--- src/design/phd_pkg.sv ---
// Package with phase codes, register indexes and constants of the pH dosing controller.
package phd_pkg;

	localparam int PHASE_W = 2;
	localparam logic [PHASE_W-1:0] PH_IDLE    = 2'd0;
	localparam logic [PHASE_W-1:0] PH_DOSING  = 2'd1;
	localparam logic [PHASE_W-1:0] PH_MIXING  = 2'd2;
	localparam logic [PHASE_W-1:0] PH_WAITING = 2'd3;

	localparam int CFG_IDX_W = 3;
	localparam logic [CFG_IDX_W-1:0] CFG_CHECK_INTERVAL = 3'd0;
	localparam logic [CFG_IDX_W-1:0] CFG_WAIT_INTERVAL  = 3'd1;
	localparam logic [CFG_IDX_W-1:0] CFG_MIX_DURATION   = 3'd2;
	localparam logic [CFG_IDX_W-1:0] CFG_LOWER_LIMIT    = 3'd3;
	localparam logic [CFG_IDX_W-1:0] CFG_UPPER_LIMIT    = 3'd4;
	localparam logic [CFG_IDX_W-1:0] CFG_TARGET         = 3'd5;

	localparam int INTERVAL_W = 20;
	localparam int LIMIT_W    = 8;
	localparam int SAMPLE_W   = 10;
	localparam int DOSE_W     = 16;
	localparam int PH_W       = 4;
	localparam int PH_MAX     = 14;
	localparam int SCALED_W   = 20;

	localparam logic [INTERVAL_W-1:0] CHECK_INTERVAL_RST = 20'd30000;
	localparam logic [INTERVAL_W-1:0] WAIT_INTERVAL_RST  = 20'd18000;
	localparam logic [INTERVAL_W-1:0] MIX_DURATION_RST   = 20'd1000;
	localparam logic [LIMIT_W-1:0]    LOWER_LIMIT_RST    = 8'd55;
	localparam logic [LIMIT_W-1:0]    UPPER_LIMIT_RST    = 8'd65;
	localparam logic [LIMIT_W-1:0]    TARGET_RST         = 8'd60;

	typedef struct packed {
		logic                  acid;
		logic                  base;
		logic                  mix;
		logic [PHASE_W-1:0]    phase;
		logic [PH_W-1:0]       ph;
		logic                  checked;
	} phd_result_t;

endpackage

--- src/design/ph_dosing_controller.sv ---
// Top level of the pH dosing controller: input register, tick logic and result register.
//
// Each accepted transfer is one 1 ms tick; it yields exactly one result transfer. The block
// takes one tick per clock cycle unless out_ready holds back the result register: the tick's
// sample and dose time sit in an input register, one pass of compare-and-count logic updates
// the phase, the time-since-check counter and the mixing counter, and the result lands in an
// output register, and a new tick is taken while the previous result waits. Configuration
// writes are taken at once and are meant to arrive only while no tick is in flight.
module ph_dosing_controller
	import phd_pkg::*;
#(
	parameter int ADC_MAX    = 1023,
	parameter int TIMER_BITS = 20
) (
	input  logic                  clk,
	input  logic                  arst_n,
	input  logic                  cfg_valid,
	output logic                  cfg_ready,
	input  logic [CFG_IDX_W-1:0]  cfg_index,
	input  logic [INTERVAL_W-1:0] cfg_data,
	input  logic                  in_valid,
	output logic                  in_ready,
	input  logic [SAMPLE_W-1:0]   ph_sample,
	input  logic [DOSE_W-1:0]     dose_duration_ms,
	output logic                  out_valid,
	input  logic                  out_ready,
	output logic                  acid_pump_on,
	output logic                  base_pump_on,
	output logic                  mix_pump_on,
	output logic [PHASE_W-1:0]    phase_now,
	output logic [PH_W-1:0]       ph_value,
	output logic                  check_done
);

	localparam int CW = (TIMER_BITS > INTERVAL_W) ? TIMER_BITS : INTERVAL_W;

	logic [INTERVAL_W-1:0] check_interval_q;
	logic [INTERVAL_W-1:0] wait_interval_q;
	logic [INTERVAL_W-1:0] mix_duration_q;
	logic [LIMIT_W-1:0]    lower_limit_q;
	logic [LIMIT_W-1:0]    upper_limit_q;
	logic [LIMIT_W-1:0]    target_q;

	logic [PHASE_W-1:0]    phase_q;
	logic [TIMER_BITS-1:0] tsc_q;
	logic [INTERVAL_W-1:0] mix_rem_q;
	logic                  base_q;
	logic [PH_W-1:0]       last_ph_q;

	logic                  valid_s1;
	logic [SAMPLE_W-1:0]   sample_s1;
	logic [DOSE_W-1:0]     dose_s1;

	logic                  out_valid_q;
	phd_result_t           result_q;

	logic                  advance;
	logic [PH_W-1:0]       ph_scaled;
	logic [LIMIT_W-1:0]    tenths;
	logic [PHASE_W-1:0]    phase_d;
	logic [TIMER_BITS-1:0] elapsed;
	logic [TIMER_BITS-1:0] tsc_d;
	logic [INTERVAL_W-1:0] mix_rem_d;
	logic                  base_d;
	logic [PH_W-1:0]       last_ph_d;
	logic                  checked;
	phd_result_t           result_d;

	assign cfg_ready = 1'b1;
	assign advance   = valid_s1 && (!out_valid_q || out_ready);
	assign in_ready  = !valid_s1 || advance;

	phd_scale #(
		.ADC_MAX(ADC_MAX)
	) u_scale (
		.sample(sample_s1),
		.ph    (ph_scaled)
	);

	assign tenths = LIMIT_W'(ph_scaled) * LIMIT_W'(10);

	always_comb begin
		phase_d   = phase_q;
		mix_rem_d = mix_rem_q;
		base_d    = base_q;
		last_ph_d = last_ph_q;
		elapsed   = tsc_q;
		checked   = 1'b0;

		if (phase_d == PH_MIXING) begin
			if (mix_rem_q == '0) begin
				phase_d = PH_WAITING;
			end else begin
				mix_rem_d = mix_rem_q - 1'b1;
			end
		end

		if ((phase_d == PH_IDLE && CW'(tsc_q) >= CW'(check_interval_q)) ||
		    (phase_d == PH_WAITING && CW'(tsc_q) >= CW'(wait_interval_q))) begin
			checked   = 1'b1;
			elapsed   = '0;
			last_ph_d = ph_scaled;
			if (tenths < lower_limit_q || tenths > upper_limit_q) begin
				base_d  = (tenths < target_q);
				phase_d = PH_DOSING;
			end else begin
				phase_d = PH_IDLE;
			end
		end

		if (phase_d == PH_DOSING && CW'(elapsed) >= CW'(dose_s1)) begin
			if (mix_duration_q == '0) begin
				phase_d   = PH_WAITING;
				mix_rem_d = '0;
			end else begin
				phase_d   = PH_MIXING;
				mix_rem_d = mix_duration_q - 1'b1;
			end
		end

		tsc_d = (elapsed == '1) ? elapsed : elapsed + 1'b1;

		result_d.acid    = (phase_d == PH_DOSING) && !base_d;
		result_d.base    = (phase_d == PH_DOSING) && base_d;
		result_d.mix     = (phase_d == PH_MIXING);
		result_d.phase   = phase_d;
		result_d.ph      = last_ph_d;
		result_d.checked = checked;
	end

	always_ff @(posedge clk or negedge arst_n) begin
		if (!arst_n) begin
			check_interval_q <= CHECK_INTERVAL_RST;
			wait_interval_q  <= WAIT_INTERVAL_RST;
			mix_duration_q   <= MIX_DURATION_RST;
			lower_limit_q    <= LOWER_LIMIT_RST;
			upper_limit_q    <= UPPER_LIMIT_RST;
			target_q         <= TARGET_RST;
		end else if (cfg_valid && cfg_ready) begin
			case (cfg_index)
				CFG_CHECK_INTERVAL: check_interval_q <= cfg_data;
				CFG_WAIT_INTERVAL:  wait_interval_q  <= cfg_data;
				CFG_MIX_DURATION:   mix_duration_q   <= cfg_data;
				CFG_LOWER_LIMIT:    lower_limit_q    <= cfg_data[LIMIT_W-1:0];
				CFG_UPPER_LIMIT:    upper_limit_q    <= cfg_data[LIMIT_W-1:0];
				CFG_TARGET:         target_q         <= cfg_data[LIMIT_W-1:0];
				default: begin
				end
			endcase
		end
	end

	always_ff @(posedge clk or negedge arst_n) begin
		if (!arst_n) begin
			phase_q   <= PH_IDLE;
			tsc_q     <= '0;
			mix_rem_q <= '0;
			base_q    <= 1'b0;
			last_ph_q <= '0;
		end else if (advance) begin
			phase_q   <= phase_d;
			tsc_q     <= tsc_d;
			mix_rem_q <= mix_rem_d;
			base_q    <= base_d;
			last_ph_q <= last_ph_d;
		end
	end

	// hold the tick until the result register can take it
	always_ff @(posedge clk or negedge arst_n) begin
		if (!arst_n) begin
			valid_s1 <= 1'b0;
		end else if (in_ready) begin
			valid_s1 <= in_valid;
		end
	end

	always_ff @(posedge clk) begin
		if (in_valid && in_ready) begin
			sample_s1 <= ph_sample;
			dose_s1   <= dose_duration_ms;
		end
	end

	always_ff @(posedge clk or negedge arst_n) begin
		if (!arst_n) begin
			out_valid_q <= 1'b0;
		end else if (advance) begin
			out_valid_q <= 1'b1;
		end else if (out_ready) begin
			out_valid_q <= 1'b0;
		end
	end

	always_ff @(posedge clk) begin
		if (advance) begin
			result_q <= result_d;
		end
	end

	assign out_valid    = out_valid_q;
	assign acid_pump_on = result_q.acid;
	assign base_pump_on = result_q.base;
	assign mix_pump_on  = result_q.mix;
	assign phase_now    = result_q.phase;
	assign ph_value     = result_q.ph;
	assign check_done   = result_q.checked;

endmodule

--- src/design/phd_scale.sv ---
// Scaling of a raw converter sample to a whole pH value, floor(sample * 14 / ADC_MAX), capped at 14.
module phd_scale
	import phd_pkg::*;
#(
	parameter int ADC_MAX = 1023
) (
	input  logic [SAMPLE_W-1:0] sample,
	output logic [PH_W-1:0]     ph
);

	logic [SCALED_W-1:0] prod;

	assign prod = SCALED_W'(sample) * SCALED_W'(PH_MAX);

	always_comb begin
		ph = '0;
		for (int k = 1; k <= PH_MAX; k++) begin
			if (prod >= SCALED_W'(k * ADC_MAX)) begin
				ph = PH_W'(k);
			end
		end
	end

endmodule
--- config.mk ---
export PLATFORM = sky130hd
export DESIGN_NAME = ph_dosing_controller
export DESIGN_NICKNAME = d
export VERILOG_FILES = /design/src/design/phd_pkg.sv /design/src/design/ph_dosing_controller.sv /design/src/design/phd_scale.sv
export SDC_FILE = /design/constraint.sdc
export NUM_CORES = 1
export LEC_CHECK = 0
export BUFFER_PORTS_ARGS = -buffer_cell sky130_fd_sc_hd__clkbuf_2
export CORE_AREA = 4 4 116 201
export CTS_BUF_LIST = sky130_fd_sc_hd__clkbuf_4 sky130_fd_sc_hd__clkbuf_8
export DETAILED_ROUTE_END_ITERATION = 12
export DIE_AREA = 0 0 120 205
export PLACE_DENSITY = 0.68
export SLEW_MARGIN = 25
export SYNTH_ARGS = -nofsm -noshare
export SYNTH_HDL_FRONTEND = slang
export SYNTH_SLANG_ARGS = --single-unit
export TNS_END_PERCENT = 100
--- constraint.sdc ---
create_clock -name clk -period 7.9 [get_ports clk]
set_input_delay 0.395 -clock clk [delete_from_list [all_inputs] [get_ports clk]]
set_output_delay 0.395 -clock clk [all_outputs]
set_load 0.05 [all_outputs]
Word-level counts from Yosys, hierarchy flattened

Index checks and enable logic that the tools add are counted.

Flip-flop bits (word level): 169
Latch bits: 0
Memory bits (writable): 0
Bits in read-only memories: 0
Input port bits: 54
Memories kept: 0

Add/sub/neg operators: 3
$mul: 2
Div/mod/pow operators: 0
Order comparisons: 20
Equal/unequal tests: 12
Shift-type cells: 0
Muxes and demuxes: 32
Bitwise gates (word level): 0
Reduce and logical (&&, ||, !) cells: 27

Operators by type and width:

| kind                                                                 | number |
|---|---|
| two-way mux 20 bit                                                   | 6 |
| greater-or-equal comparator 14 bit (second input constant)           | 6 |
| greater-or-equal comparator 14 x 13 -> 1 bit (second input constant) | 4 |
| greater-or-equal comparator 20 bit                                   | 2 |
| zero test 20 bit                                                     | 2 |
| subtractor 20 x 1 -> 20 bit (second input constant)                  | 2 |
| two-way mux 4 bit                                                    | 8 |
| greater-or-equal comparator 14 x 12 -> 1 bit (second input constant) | 2 |
| adder 20 x 1 -> 20 bit (second input constant)                       | 1 |
| == test 20 bit (second input constant)                               | 1 |
| greater-or-equal comparator 20 x 16 -> 1 bit                         | 1 |
| less-than comparator 8 bit                                           | 2 |
| greater-or-equal comparator 14 x 10 -> 1 bit (second input constant) | 1 |
| greater-or-equal comparator 14 x 11 -> 1 bit (second input constant) | 1 |
| multiplier 10 x 3 -> 13 bit (second input constant)                  | 1 |
| two-way mux 2 bit                                                    | 6 |
| two-way mux 3 bit                                                    | 4 |
| AND reduction 2 bit                                                  | 6 |
| greater-than comparator 8 bit                                        | 1 |
| two-way mux 1 bit                                                    | 8 |
| logical AND 1 bit                                                    | 7 |
| multiplier 4 x 3 -> 7 bit (second input constant)                    | 1 |
| == test 2 bit (second input constant)                                | 3 |
| == test 3 x 2 -> 1 bit (second input constant)                       | 2 |
| other kinds (10)                                                     | 18 |

Logic depth before layout (Yosys ltp)

Gate-level depths: netlist (run 1).

Depth in word-level cells: 26
Gate-level depth with buffers: 32

Hierarchy

From an unflattened synthesis (run 1), not the netlist that was laid out.

Cell total of the unflattened synthesis: 1083
Area, all modules: 10665.2 um^2

Modules (own cells, without submodules):

| module               | times used | cells an instance | area an instance (um^2) | seq. area each (um^2) |
|---|---|---|---|---|
| ph_dosing_controller | 1          | 941               | 9519.1                  | 4445.5 |
| phd_scale            | 1          | 142               | 1146.1                  | 0.0 |

Worst setup path before layout (run 1)

No wires, ideal clock.

Path kind: register -> register
From: register sample_s1[0]
To: register mix_rem_q[15]
Library setup time: 0.140 ns
Arrival: 6.484 ns
Required time: 7.760 ns
Path slack: 1.276 ns
Cell stages (with the launch flop): 30
Buffers on the path: 2
Clock period less this slack: 6.624 ns
Cells stage by stage: edfxtp_1 > fa_1 > ha_1 > fa_1 > a211oi_2 > o31ai_2 > or2_2 > a31o_2 > a21o_1 > nor3_1 > a21oi_1 > o21ai_0 > nand2_1 > ha_1 > ha_1 > inv_1 > fa_1 > xor2_1 > ha_1 > and4_1 > nand3_1 > nor2_1 > a22oi_1 > a21bo_2 > o211a_1 > and3_1 > buf_6 > buf_6 > a2111oi_0 > a211oi_1

Longest elaborated chain between the ends: 25

RTL lines:

| what                                                                                  | line                        | RTL |
|---|---|---|
| start, declared                                                                       | ph_dosing_controller.sv:51  | `logic [SAMPLE_W-1:0] sample_s1;` |
| start signal, assigned                                                                | ph_dosing_controller.sv:180 | `sample_s1 <= ph_sample;` |
| multiplier 10 x 3 -> 13 bit (*)                                                       | phd_scale.sv:13             | `assign prod = SCALED_W'(sample) * SCALED_W'(PH_MAX);` |
| greater-or-equal comparator 14 x 10 -> 1 bit                                          | phd_scale.sv:18             | `if (prod >= SCALED_W'(k * ADC_MAX)) begin` |
| two-way mux 1 bit                                                                     | phd_scale.sv:18             |  |
| two-way mux 2 bit (2 in series)                                                       | phd_scale.sv:18             |  |
| two-way mux 3 bit (4 in series)                                                       | phd_scale.sv:18             |  |
| two-way mux 4 bit (6 in series)                                                       | phd_scale.sv:18             |  |
| two-way mux 4 bit (*)                                                                 | phd_scale.sv:18             |  |
| multiplier 4 x 3 -> 7 bit (*)                                                         | ph_dosing_controller.sv:80  | `assign tenths = LIMIT_W'(ph_scaled) * LIMIT_W'(10);` |
| less-than comparator 8 bit or greater-than comparator 8 bit (tied branches)           | ph_dosing_controller.sv:103 | `if (tenths < lower_limit_q \|\| tenths > upper_limit_q) begin` |
| logical OR 1 bit (*)                                                                  | ph_dosing_controller.sv:103 |  |
| two-way mux 1 bit (*)                                                                 | ph_dosing_controller.sv:103 |  |
| two-way mux 2 bit (*)                                                                 | ph_dosing_controller.sv:98  | `if ((phase_d == PH_IDLE && CW'(tsc_q) >= CW'(check_interval_q)) \|\|` |
| == test 2 x 1 -> 1 bit (*)                                                            | ph_dosing_controller.sv:111 | `if (phase_d == PH_DOSING && CW'(elapsed) >= CW'(dose_s1)) begin` |
| logical AND 1 bit (*)                                                                 | ph_dosing_controller.sv:111 |  |
| inequality test 2 x 1 -> 1 bit (no source line) or nonzero test 2 bit (tied branches) | --                          |  |
| AND reduction 3 bit (no source line)                                                  | --                          |  |
| end signal, assigned                                                                  | ph_dosing_controller.sv:163 | `mix_rem_q <= mix_rem_d;` |
| end, declared                                                                         | ph_dosing_controller.sv:46  | `logic [INTERVAL_W-1:0] mix_rem_q;` |

Every way passes the cells marked *; elsewhere a longest branch is shown, timed or not.
A chain may end at the register's enable or synchronous reset.

Worst setup path in the final report (run 1)

From: register sample_s1[0]
To: register mix_rem_q[9]

The elaborated chain is that of the path after synthesis.

==> PnR_summary.wiki, run 1 <==
{| class="wikitable"
! Metric !! Value
|-
| Result of the run || finished, final reports clean
|-
| Clock input transition at the sequential cells of the worst setup and hold paths || 0.10 ns
|-
| Top FF cell, synth || dfrtp_1
|-
| Number of clock buffers inserted by TritonCTS || 17
|-
| Highest metal layer with signal wires || met4
|-
| FF-to-FF setup slack || 0.56 ns
|-
| First-iteration detailed-routing DRC count || 450
|-
| Max Transition Viols Final || 0
|-
| Largest net degree at the start of global routing || 71
|-
| Inserted Diodes || 0
|-
| Area of combinational cells with multiple inputs || approximately 5800 um2
|-
| Via density || 5.65
|-
| Tightest Pin Transition || 0.943 ns
|-
| Syn avg cell area || 9.82 um2
|-
| FILL cells || 1921
|-
| Post-route met1 wirelength || 9980 um
|-
| Via count of the routed design || 8259
|-
| WL final || 25500 um
|-
| Max-Cap Viols || 0
|-
| Fraction of post-synthesis cell area in the top cell type by area || between 20% and 30%
|-
| Cell type with the highest occurrence count on the critical path || ha_1
|-
| Max_slew headroom || 36.7%
|-
| Floorplan die area || approximately 25000 um2
|-
| Area growth from synthesis to layout || 10.8%
|-
| Final HPWL DP || 19700 um
|-
| Drt first pass iters || 4
|-
| CP Capture Type || register
|-
| Count of non-filler cells in the finished layout || 1461
|-
| Htree depth || 4
|-
| Proportion of synthesized flip-flops having asynchronous set or reset || 78.7%
|-
| Final setup violation count || 0
|-
| Total global routing track utilization || 21.6%
|-
| Leading area contributor after synthesis || dfrtp_1
|-
| Post-route ant nets || 0
|-
| Final sum of negative setup slack || 0 ns
|-
| Post-route clock period utilization || 92.9%
|-
| Longest individual stage delay on the worst path || 0.51 ns
|-
| Sequential cell area || 4450 um2
|-
| CTS max path bufs || 2
|-
| Post-synth EDFFs || 36
|-
| Synthesized netlist net count || 1257
|-
| Power density over the cells || 234 nW/um2
|-
| Number of I/O port buffers || 65
|-
| Number of sinks on the clock net || 169
|-
| Fraction of final layout cells with drive strength greater than 1 || 18.7%
|-
| Path type of the worst min-delay path || in2reg
|-
| Finished Core Util || 55.1%
|-
| Total Nets Final || 1319
|-
| Hold Path Sink || sample_s1[1]
|-
| Leak Pwr || around 5.4 nW
|-
| Sequential-to-total area share from yosys stat || 41.4%
|-
| CTS tree || yes
|-
| Wire length per cell after detailed routing || 17.4 um
|-
| Number of global-route vias before repair || 8337
|-
| Post-synthesis instance area || around 11000 um2
|-
| Global-route wire length before repair || 42000 um
|-
| CP max FO || 8
|-
| Number of register bits inferred by synthesis || ~170
|-
| Source-to-sink clock delay at the later pin of the worst-skew pair || 0.48 ns
|-
| Time the final worst path needs with I/O delays and setup || 7.34 ns
|-
| Starting density of the core || 49.8%
|-
| Synthesized netlist cell count || 1094
|-
| Cell depth of the worst flop-to-flop path || 29
|-
| Total DRC errors in the routed layout || 0
|-
| CP top delay family || adder cells
|-
| Peak supply drop || 0.123 mV
|-
| Dpl cells || 1428
|-
| Maximum clock skew at final layout || 0.0139 ns
|-
| Height of the die || roughly 210 um
|-
| X dimension of the die || 120 um
|-
| Max Clk Rate || 136 MHz
|-
| Largest cells by area after synthesis || dfrtp_1 24%, ha_1 11%, edfxtp_1 10%, dfstp_2 7.1%, mux2_2 4.7%
|-
| Clock tree root driver cell || clkbuf_8
|-
| Worst Hold Launch || ph_sample[1]
|-
| Worst hold stages || 1
|-
| Worst setup SP type || register
|-
| Total stage count of the critical path || 29
|-
| Met3 Routed Length || 677 um
|-
| GP Congestion || 0.901
|-
| Worst path slowest cell || fa_1
|-
| Origin of the critical flop-to-flop path || sample_s1[0]
|-
| Critical path start-end classification || reg2reg
|-
| Worst EP arrival || ~7.7 ns
|-
| RSZ-0062 raised after global routing || false
|-
| Number of placed I/O pins || 67
|-
| Remaining global-route overflow || 0
|-
| Required time of the critical path || 8.28 ns
|-
| Antenna violations before repair || 0
|-
| Final count of hold timing violations || 0
|-
| Row cnt || 71
|-
| Worst R2R End || mix_rem_q[9]
|-
| Number of distinct library cells after synthesis || 86
|-
| Met2 wirelength from detailed routing || 13500 um
|-
| Number of buffers and inverters on the critical path || 3
|-
| Yosys synthesis warning count || 0
|-
| Floorplan core area || 21600 um2
|}
-- flip-flops by register name, summed over array words and instances, names as in the netlist, 2 cells and up --
signal,count
mix_duration_q,20
last_ph_q,4
target_q,8
dose_s1,16
upper_limit_q,8
phase_q,2
sample_s1,10
wait_interval_q,20
check_interval_q,20
ph_value,4
tsc_q,20
mix_rem_q,20
lower_limit_q,8
phase_now,2
-- cells in the final DEF, fill, tap and decap left out, types with 15 or more instances in the layout --
master and count:
nand2_1 116, a211oi_1 15, dfrtp_1 104, and2_1 24, nor3_1 23, o21ai_0 86
dfstp_2 29, clkbuf_2 64, clkbuf_8 18, xor2_1 17, nand3_1 31, edfxtp_1 36
mux2_2 45, ha_1 98, a21o_1 27, inv_1 104, nor2_1 55, a21oi_1 40
-- layout make-up --
cell class                 count  share of cell area, %
sequential                   169                   37.4
inverter                     105                   3.35
tap                          292                   3.07
clock inverter                14                   2.16
multi-input combinational    788                   48.5
clock buffer                  18                   2.08
timing repair buffer          75                   3.44
-- Yosys cell counts (all sizes together), types with 4 or more instances --
| cell | instances |
|---|---|
| a211oi | 17 |
| and2 | 25 |
| fa | 11 |
| or3 | 9 |
| a2111oi | 6 |
| nor3 | 24 |
| a31oi | 7 |
| or4 | 7 |
| and3 | 9 |
| ha | 98 |
| buf | 11 |
| nor2 | 56 |
| and4 | 4 |
| nand4 | 11 |
| nand3 | 33 |
| nor2b | 5 |
| xnor2 | 10 |
| o31ai | 11 |
| a21o | 27 |
| nand2b | 13 |
| or2 | 6 |
| mux2 | 45 |
| dfstp | 29 |
| o211ai | 12 |
| nor4 | 12 |
| a21oi | 40 |
| nand2 | 118 |
| edfxtp | 36 |
| dfrtp | 104 |
| xor2 | 17 |
| inv | 104 |
| clkbuf | 21 |
| o21a | 10 |
| o41ai | 4 |
| o21ai | 88 |
-- report_power, final --
| group | internal (W) | leakage [nW] | total [W] | switching, W |
|---|---|---|---|---|
| clock | 0.000427 | 0.256 | 0.000776 | 0.000349 |
| sequential | 0.00103 | 1.97 | 0.00112 | 0.0000904 |
| combinational | 0.000366 | 3.21 | 0.000888 | 0.000522 |
-- worst max-delay path by stage --
stage / slack, ns / end / startpoint
2_1_floorplan: 1.28 / mix_rem_q[15] / sample_s1[0]
3_3_place_gp: 0.54 / mix_rem_q[0] / sample_s1[0]
3_5_place_dp: 0.26 / mix_rem_q[0] / sample_s1[1]
4_1_cts: 0.25 / mix_rem_q[0] / sample_s1[1]
5_1_grt: 0.11 / mix_rem_q[18] / sample_s1[1]
6_report: 0.56 / mix_rem_q[9] / sample_s1[0]
-- logic make-up (layout without fill, tap and decap cells) --
family                   count (synthesis)  in the layout  synth area share (%)
buffers and inverters                  137            212                  5.31
AO/OA/AOI/OAI                          260            260                  16.5
XOR/XNOR                                27             27                  2.20
AND/OR/NAND/NOR                        344            344                  16.2
multiplexers                            47             47                  4.90
other                                    1              1                0.0349
flip-flops                             169            169                  41.4
adder cells (fa/ha/maj)                109            109                  13.5
-- metal layers --
metal | global-route usage, % | vias to the layer above
li1 | - | 4045
met1 | 23.8 | 4004
met2 | 39.9 | 145
met3 | 3.20 | 65
met4 | 11.0 | 0
met5 | 0 | -
-- through the flow --
stage	setup slack (ns)	total power [W]	area (um2)	hold WS, ns
after floorplan	1.28	0.00179	10700	0.0994
after global placement	0.540	0.00200	11400	0.432
after detailed placement	0.264	0.00202	11400	0.433
after CTS	0.246	0.00281	11900	0.0582
after global routing	0.105	0.00297	11900	0.0570
final	0.564	0.00279	11900	0.0856
-- repair_timing --
action | 4_1_cts | 5_1_grt
endpoints found under the hold margin | 49 | 0
buffers inserted | 0 | 0
setup endpoints to repair | 0 | 16
hold buffers | 1 | 0
resized for setup | 0 | 3
-- worst register-to-register path: cells and delay by family, from the launching register on --
| family | cells | cell delay [ns] |
|---|---|---|
| AOI/OAI and AO/OA | 10 | 2.08 |
| xor gates and xnor gates | 1 | 0.27 |
| adders and majority gates | 7 | 2.34 |
| buffers and inverters | 3 | 0.51 |
| DFF | 1 | 0.49 |
| and+or+nand+nor | 8 | 1.54 |
Note: power is estimated with default switching activity, not from simulation.
==> run 2, diff against run 1 <==
- ABC_AREA: not set -> 1
- CORE_AREA: 4 4 116 201 -> 4 4 119 206
- DIE_AREA: 0 0 120 205 -> 0 0 123 210
==> PnR_summary.wiki, run 2 <==
{| class="wikitable"
! Metric !! Value
|-
| Result of the run || finished, final reports clean
|-
| Area after DPL || 11900 um2 (+4.6%)
|-
| Largest cells by area after synthesis || dfrtp_1 23%, nand2_1 12%, ha_1 11%, edfxtp_1 9.6%, inv_1 7.2%
|-
| Source-to-sink clock delay at the later pin of the worst-skew pair || 0.50 ns (+0.02 ns)
|-
| Cell type with the highest occurrence count on the critical path || nand2_1
|-
| Minimum setup slack after placement || 0.718 ns (+0.454 ns)
|-
| Yosys synthesis warning count || 0 (unchanged)
|-
| FF-to-FF setup slack || 0.82 ns (+0.25 ns)
|-
| First-iteration detailed-routing DRC count || 541 (+20%)
|-
| CP max FO || 25 (+17)
|-
| Power density over the cells || 291 nW/um2 (+24%)
|-
| Starting density of the core || 49.5% (-0.27 points)
|-
| Worst path slowest cell || edfxtp_1
|-
| Maximum clock skew at final layout || 0.0175 ns (+0.00368 ns)
|-
| Worst Hold Launch || dose_duration_ms[2]
|-
| Number of global-route vias before repair || 9290 (+11%)
|-
| Global-route wire length before repair || 45600 um (+8.4%)
|-
| Max Transition Viols Final || 0 (unchanged)
|-
| Most frequent cells in the layout || 370 x nand2_1, 215 x inv_1, 129 x o21ai_0
|-
| CTS max path bufs || 2 (unchanged)
|-
| Origin of the critical flop-to-flop path || sample_s1[0]
|-
| Proportion of synthesized flip-flops having asynchronous set or reset || 78.7% (unchanged)
|-
| Peak supply drop || 0.141 mV (+15%)
|-
| Synthesized netlist net count || 1603 (+28%)
|-
| Top FF cell, synth || dfrtp_1
|-
| Floorplan die area || 25800 um2 (+5.0%)
|-
| Area growth from synthesis to layout || 10.0%
|-
| Worst setup SP type || register
|-
| Total Nets Final || 1663 (+26%)
|-
| Tightest Pin Transition || 0.811 ns (-0.131 ns)
|-
| Post-synth EDFFs || 36 (unchanged)
|-
| Max_slew headroom || 45.9% (+9.2 points)
|-
| Final count of hold timing violations || 0 (unchanged)
|-
| Path type of the worst min-delay path || in2reg
|-
| Number of placed I/O pins || 67 (unchanged)
|-
| Clock tree root driver cell || clkbuf_8
|-
| Sequential-to-total area share from yosys stat || 39.5% (-1.9 points)
|-
| Critical path start-end classification || reg2reg
|-
| X dimension of the die || 123 um (+2.5%)
|-
| CTS tree || yes
|-
| Max Clk Rate || 141 MHz (+3.5%)
|-
| Wire length per cell after detailed routing || 15.4 um (-12%)
|-
| Final setup violation count || 0 (unchanged)
|-
| Post-layout worst setup margin || 0.815 ns (+0.251 ns)
|-
| Most common cell after layout, fill and taps aside || nand2_1
|-
| Number of I/O port buffers || 65 (unchanged)
|-
| Synthesized netlist cell count || 1440 (+32%)
|-
| Post-route clock period utilization || 89.7% (-3.2 points)
|-
| Count leader, synth || nand2_1
|-
| Floorplan core area || 22700 um2 (+5.4%)
|-
| Final standard cell area without fillers || 12400 um2 (+4.1%)
|-
| WL final || 27800 um (+9.3%)
|-
| Final sum of negative setup slack || 0 ns (unchanged)
|-
| Worst R2R End || mix_rem_q[10]
|-
| Largest net degree at the start of global routing || 64 (-9.9%)
|-
| Longest individual stage delay on the worst path || 0.54 ns (+0.03 ns)
|-
| Row cnt || 73 (+2.8%)
|-
| Total DRC errors in the routed layout || 0 (unchanged)
|-
| Final HPWL DP || 21600 um (+9.9%)
|-
| Finished Core Util || 54.5% (-0.66 points)
|-
| Time the final worst path needs with I/O delays and setup || 7.08 ns (-0.251 ns)
|-
| CP Capture Type || register
|-
| Remaining global-route overflow || 0 (unchanged)
|-
| Antenna violations before repair || 0 (unchanged)
|-
| Via density || 5.22 (-7.7%)
|-
| Leak Pwr || 6.29 nW (+16%)
|-
| Number of sinks on the clock net || 169 (unchanged)
|-
| Inserted Diodes || 0 (unchanged)
|-
| Number of buffers and inverters on the critical path || 4 (+1)
|-
| GP Congestion || 0.912 (+1.2%)
|-
| Number of register bits inferred by synthesis || 169 (unchanged)
|-
| FILL cells || 2169 (+13%)
|-
| Leading area contributor after synthesis || dfrtp_1
|-
| Syn avg cell area || 7.82 um2 (-20%)
|-
| Total global routing track utilization || 22.7% (+1.1 points)
|-
| Hold Path Sink || dose_s1[2]
|-
| Required time of the critical path || 8.27 ns (about the same)
|-
| Worst EP arrival || 7.46 ns (-0.25 ns)
|-
| Max-Cap Viols || 0 (unchanged)
|-
| Height of the die || 210 um (+2.4%)
|-
| Clock input transition at the sequential cells of the worst setup and hold paths || 0.09 ns (about the same)
|-
| Most frequent cells after synthesis || 370 x nand2_1, 215 x inv_1, 129 x o21ai_0, 125 x nor2_1, 104 x dfrtp_1
|-
| Via count of the routed design || 9458 (+15%)
|-
| Drt first pass iters || 7 (+3)
|-
| Post-route ant nets || 0 (unchanged)
|-
| Worst hold stages || 1 (unchanged)
|-
| Number of clock buffers inserted by TritonCTS || 17 (unchanged)
|-
| Fraction of post-synthesis cell area in the top cell type by area || 23.1% (-1.1 points)
|-
| # Post-CTS Setup Buffers || 0 (unchanged)
|-
| Number of distinct library cells after synthesis || 53 (-38%)
|-
| Cell depth of the worst flop-to-flop path || 33 (+14%)
|-
| Post-synthesis instance area || 11300 um2 (+4.8%)
|-
| RSZ-0062 raised after global routing || false
|-
| Fraction of final layout cells with drive strength greater than 1 || 11.5% (-7.2 points)
|-
| Htree depth || 4 (unchanged)
|-
| CP top delay family || simple AND/OR/NAND/NOR gates
|}
[run 2: cell count changes after synthesis, moves of 10 or more]
cell | previous run | this run
inv_1 | 104 | 215
xor2_1 | 17 | 32
mux2_2 | 45 | 0
nor2_1 | 55 | 125
a211oi_1 | 15 | 3
a21o_1 | 27 | 1
o21a_1 | 10 | 0
nand2b_1 | 12 | 0
xnor2_1 | 10 | 20
and2_1 | 25 | 0
nand4_1 | 10 | 54
nand2_1 | 116 | 370
o21ai_0 | 86 | 129
[run 2: logic make-up (layout without fill, tap and decap cells)]
| logic type | count (synthesis) | in the layout | share of synthesized area (%) |
|---|---|---|---|
| flip-flops | 169 | 169 | 39.5 |
| XOR/XNOR | 52 | 52 | 4.05 |
| AO/OA/AOI/OAI | 209 | 209 | 10.1 |
| buffers and inverters | 261 | 334 | 8.88 |
| adder cells (fa/ha/maj) | 109 | 109 | 12.9 |
| AND/OR/NAND/NOR | 639 | 639 | 24.6 |
| other | 1 | 1 | 0.0333 |
[run 2: how the worst max path moves through the flow]
stage            startpoint             to  slack, ns  cells after the start
2_1_floorplan  sample_s1[0]    mix_pump_on       2.03                     34
3_3_place_gp   sample_s1[0]  mix_rem_q[12]       0.87                     32
3_5_place_dp   sample_s1[0]   mix_rem_q[7]       0.72                     32
4_1_cts        sample_s1[0]  mix_rem_q[10]       0.68                     32
5_1_grt        sample_s1[0]  mix_rem_q[13]      0.007                     33
6_report       sample_s1[0]  mix_rem_q[10]       0.82                     33
[run 2: layer usage]
layer	GRT usage, %	wire length (um)	vias up
met5	0	0	-
met4	11.7	1330	0
met3	3.28	838	78
met2	42.2	15100	183
met1	24.4	10600	4418
li1	-	-	4779
[run 2: final cells by class]
| cell class | count | area [um2] | area share [%] |
|---|---|---|---|
| repair buffers | 77 | 420 | 3.39 |
| clock inverters | 9 | 159 | 1.28 |
| well taps | 300 | 375 | 3.03 |
| flip-flops and latches | 169 | 4450 | 35.9 |
| inverters | 225 | 845 | 6.82 |
| clock buffers | 23 | 317 | 2.56 |
| multi-input cells | 1010 | 5820 | 47.0 |
[run 2: power by group]
group	switching (W)	total [W]	internal (W)
clock	0.000330	0.000727	0.000397
combinational	0.00103	0.00160	0.000568
sequential	0.000161	0.00127	0.00111
total	0.00152	0.00360	0.00208
[run 2: what timing repair did]
action                                 in CTS  in global routing
gates resized for setup                     0                  1
hold buffers                                1                  0
setup endpoints to repair                   0                 16
endpoints found under the hold margin      25                  0
[run 2: metrics by stage]
stage	cells	total power [W]	hold slack (ns)
2_1_floorplan	1440	0.00248	0.0994
3_3_place_gp	1780	0.00285	0.380
3_5_place_dp	1780	0.00289	0.384
4_1_cts	1813	0.00364	0.0284
5_1_grt	1813	0.00393	0.0473
6_report	1813	0.00360	0.0709
